**src/cab_divider.sv**
```systemverilog
// -----------------------------------------------------------------------------
// cab_divider: restoring unsigned divider
// One quotient bit per cycle; quotient and remainder valid once busy drops.
// -----------------------------------------------------------------------------
module cab_divider #(
   parameter int  NUM_W = 13,
   parameter int  DEN_W = 5,
   localparam int CNT_W = $clog2(NUM_W + 1)
) (
   input  logic             clock,
   input  logic             reset,
   input  logic             start,
   input  logic [NUM_W-1:0] num,
   input  logic [DEN_W-1:0] den,
   output logic             busy,
   output logic [NUM_W-1:0] quot,
   output logic [DEN_W-1:0] rem
);

   logic             busy_ff, busy_in;
   logic [CNT_W-1:0] cnt_ff, cnt_in;
   logic [NUM_W-1:0] num_ff, num_in;
   logic [DEN_W-1:0] rem_ff, rem_in;
   logic [DEN_W-1:0] den_ff, den_in;
   logic [DEN_W:0]   trial;
   logic             fits;

   always_comb begin
      busy_in = busy_ff;
      cnt_in  = cnt_ff;
      num_in  = num_ff;
      rem_in  = rem_ff;
      den_in  = den_ff;
      trial   = {rem_ff, num_ff[NUM_W-1]};
      fits    = trial >= {1'b0, den_ff};
      if (start) begin
         busy_in = 1'b1;
         cnt_in  = CNT_W'(NUM_W);
         num_in  = num;
         rem_in  = '0;
         den_in  = den;
      end else if (busy_ff) begin
         // shift in the next dividend bit, subtract when it fits
         rem_in = fits ? DEN_W'(trial - {1'b0, den_ff}) : DEN_W'(trial);
         num_in = {num_ff[NUM_W-2:0], fits};
         cnt_in = cnt_ff - 1'b1;
         if (cnt_ff == CNT_W'(1)) begin
            busy_in = 1'b0;
         end
      end
   end

   always_ff @(posedge clock) begin
      if (reset) begin
         busy_ff <= 1'b0;
         cnt_ff  <= '0;
      end else begin
         busy_ff <= busy_in;
         cnt_ff  <= cnt_in;
      end
   end

   always_ff @(posedge clock) begin
      num_ff <= num_in;
      rem_ff <= rem_in;
      den_ff <= den_in;
   end

   assign busy = busy_ff;
   assign quot = num_ff;
   assign rem  = rem_ff;

endmodule

```
**config.mk**
```make
export PLATFORM = sky130hd
export DESIGN_NAME = cab_divider
export DESIGN_NICKNAME = d
export VERILOG_FILES = /design/src/cab_divider.sv
export SDC_FILE = /design/constraint.sdc
export NUM_CORES = 1
export LEC_CHECK = 0
export BUFFER_PORTS_ARGS = -buffer_cell sky130_fd_sc_hd__buf_2
export CAP_MARGIN = 30
export CORE_UTILIZATION = 50
export DETAILED_ROUTE_END_ITERATION = 12
export GPL_TIMING_DRIVEN = 0
export PLACE_DENSITY = 0.88
export SETUP_SLACK_MARGIN = 0.2
export SLEW_MARGIN = 10
export SYNTH_ARGS = -nofsm -noshare
export SYNTH_HDL_FRONTEND = slang
export SYNTH_SLANG_ARGS = --single-unit
```
**constraint.sdc**
```tcl
create_clock -name clock -period 2.85 [get_ports clock]
set_clock_uncertainty 0.15 [all_clocks]
set_input_delay 0.285 -clock clock [delete_from_list [all_inputs] [get_ports clock]]
set_output_delay 0.285 -clock clock [all_outputs]
set_load 0.02 [all_outputs]
```
==> results.py <==
metrics = {
    "clock_tree": {
        "cts-root-buf": "clkbuf_4",
        "clk_pin_slew_worst_paths_ns": 0.16,
        "cts_setup_buffers": 0,
        "cts_tree": "yes",
        "cts_sinks": 28,
        "clk_path_buf_depth": 2,
        "cts_resized": 0,
        "insertion_delay_ns": 0.34,
        "cts_htree_levels": 1,
        "cts_inserted_buffers": 3,
    },
    "power_and_ir_drop": {
        "peakVddDrop_uv": 447.8,
        "p_leak_nw": 0.7697,
        "power_density_mw_per_mm2": 562.2,
    },
    "floorplan": {
        "core_mm2": 0.002567,
        "dieHeight_um": 54.87,
        "num_rows": 18,
        "ios": 40,
        "die_w_um": 54.87,
        "initial_core_util_pct": 54.43,
        "die_area_mm2": 0.003011,
    },
    "placement": {
        "gp_congestion": 0.8634,
        "dpl_worst_slack_ns": 0.4364,
        "port-buffer-count": 39,
        "hpwl_um": 2184,
    },
    "sta": {
        "fin_ws_ns": 0.3871,
        "max_freq_mhz": 406.0,
        "drv_slew": 0,
        "finalHoldViolations": 0,
        "tightest_slew_ns": 0.5867,
        "slew_headroom_pct": 60.65,
        "rsz0062_at_grt": "false",
        "finalSetupTns_ns": 0,
        "setup_viol": 0,
        "min_period_over_period_pct": 86.42,
        "fin_crit_ns": 2.463,
    },
    "setup_path": {
        "ff2ff_path_depth": 8,
        "arrival_ns": 2.57,
        "reg2reg_slack_ns": 0.39,
        "crit_fanout": 4,
        "r2r_end": "rem[2]$_SDFFE_PP0P_",
        "timing_worst_setup_path_type": "flip-flop to flip-flop",
        "end_kind": "flip-flop",
        "crit_required_ns": 2.96,
        "r2r_start": "quot[12]$_DFFE_PP_",
        "worst_setup_path_start_kind": "flip-flop",
    },
    "logic_synthesis": {
        "yosys_register_bits": 28,
        "async_flop_share_pct": 0,
        "synth_area_leaders": "edfxtp_1 (39%), dfxtp_1 (14%), mux2_2 (9.7%), ha_1 (6.3%), nor2_1 (3.8%)",
        "synth_top_flop_cell": "edfxtp_1",
        "postSynthAreaPerCell_um2": 11.65,
        "syn_nets": 149,
        "syn_inst": 120,
        "yosys.cell_types.count": 38,
        "ys_warn_count": 0,
        "synth.top_cell.area_share_pct": 38.68,
        "yosysTopAreaCell": "edfxtp_1",
        "syn-cell-area_mm2": 0.001398,
        "synth-edff-count": 18,
        "yosysSeqAreaShare_pct": 53.00,
    },
    "finish": {
        "nets": 199,
        "diodes": 0,
        "areaGrowthSynthToFinish_pct": 24.35,
        "layout-drive-gt1-share_pct": 36.09,
    },
    "drt": {
        "drt_iter0_markers": 24,
        "num_vias": 1142,
        "finalWirelength_um": 2990,
        "route.detailed.wl_per_inst_um": 15.03,
        "ant_nets": 0,
        "firstDrtPassIters": 4,
        "vias_per_cell": 5.739,
        "drc": 0,
    },
    "global_route": {
        "antenna_found_initial": 0,
        "overflow": 0,
        "grt_usage_pct": 23.32,
        "grt_pass1_wl_um": 4802,
        "grt_pass1_vias": 1087,
        "grt_max_degree": 17,
    },
    "job": {
        "drv_cap": 0,
    },
    "hold_path": {
        "worstHoldStart": "num[1]",
        "hold_path_class": "input pin to flip-flop",
        "hold_depth": 2,
        "min_to": "quot[1]$_DFFE_PP_",
    },
    "status": {
        "status": "completed",
    },
}
==> through the flow <==
stage	std cells	hold WS [ns]	area [um2]	power, mW	utilization, %
after CTS	199	0.08224	1738	0.9786	67.69
final	199	0.08537	1738	0.9771	67.69
after global routing	199	0.07217	1738	1.019	67.69
after global placement	189	0.3110	1630	0.7318	63.50
after floorplan	120	0.2074	1398	0.6690	-
after detailed placement	189	0.3146	1630	0.7432	63.50
==> cell families after synthesis <==
| family | count (synthesis) | synth area share [%] |
|---|---|---|
| and+or+nand+nor | 31 | 11.19 |
| xor gates and xnor gates | 5 | 3.134 |
| buffers and inverters | 15 | 4.117 |
| DFF | 28 | 53.00 |
| adders and majority gates | 8 | 7.699 |
| muxes | 12 | 9.669 |
| AOI/OAI and AO/OA | 21 | 11.19 |
==> worst max-delay path by stage <==
| stage | start | to | slack (ns) | cells after the start |
|---|---|---|---|---|
| after floorplan | quot[12]$_DFFE_PP_ | rem[2]$_SDFFE_PP0P_ | 0.42 | 8 |
| after global placement | quot[12]$_DFFE_PP_ | rem[2]$_SDFFE_PP0P_ | 0.47 | 8 |
| after detailed placement | quot[12]$_DFFE_PP_ | rem[2]$_SDFFE_PP0P_ | 0.44 | 8 |
| after CTS | quot[12]$_DFFE_PP_ | rem[2]$_SDFFE_PP0P_ | 0.38 | 8 |
| after global routing | quot[12]$_DFFE_PP_ | rem[2]$_SDFFE_PP0P_ | 0.22 | 8 |
| final | quot[12]$_DFFE_PP_ | rem[2]$_SDFFE_PP0P_ | 0.39 | 8 |
==> power breakdown <==
group / leakage, nW / total [mW] / switching (mW) / internal (mW)
Combinational: 0.481 / 0.242 / 0.138 / 0.104
Clock: 0.0261 / 0.233 / 0.125 / 0.107
Sequential: 0.262 / 0.503 / 0.0257 / 0.477
Total: 0.770 / 0.977 / 0.288 / 0.689
==> cell type report <==
| type | instances | area (um2) |
|---|---|---|
| Fill cell | 201 | 829.5 |
| Sequential cell | 28 | 740.7 |
| Tap cell | 30 | 37.54 |
| Buffer | 6 | 23.77 |
| Timing Repair Buffer | 45 | 255.2 |
| Inverter | 9 | 33.78 |
| Clock buffer | 4 | 47.55 |
| Multi-Input combinational cell | 77 | 599.3 |
==> per-layer routing <==
metal	global-route usage, %	vias up	wire length [um]
li1	-	534	-
met1	28.57	556	1206
met2	39.16	47	1543
met3	5.833	5	196
met4	8.547	0	44
met5	0	-	0
==> state kept, by name (all words and copies together) (netlist names) <==
register / flops
quot: 13
den_ff: 5
rem: 5
cnt_ff: 4
busy: 1
==> worst max-delay path: stages, from the launching register on <==
cell and delay (ns):
edfxtp_1 0.45, inv_1 0.08, ha_1 0.15, inv_1 0.05, fa_1 0.42, a211o_2 0.33
o211a_1 0.16, or4_1 0.51, o311ai_1 0.09
==> synth_stat cells, drive strengths merged, types with 2 or more instances <==
cell type and instances:
a211o 3, a211oi 2, a21oi 5, a311oi 2
buf 2, clkbuf 4, dfxtp 10, edfxtp 18
ha 7, inv 9, mux2 12, nand2 5
nand3 2, nor2 14, xnor2 3, xor2 2
==> timing repair <==
item,CTS,global route
endpoints found under the hold margin,8,0
endpoints found under the setup margin,0,0
hold buffers,6,0
==> cell usage in the layout (no fill, tap or decap), types with 2 or more instances in the layout <==
cell type / n
buf_2: 40
edfxtp_1: 18
nor2_1: 14
mux2_2: 12
dfxtp_1: 10
inv_1: 9
ha_1: 7
dlygate4sd3_1: 6
a21oi_1: 5
nand2_1: 5
clkbuf_1: 4
xnor2_1: 3
clkbuf_4: 3
a211o_2: 2
xor2_1: 2
a211oi_1: 2
nand3_1: 2
a311oi_1: 2
(Power assumes the default switching activity.)
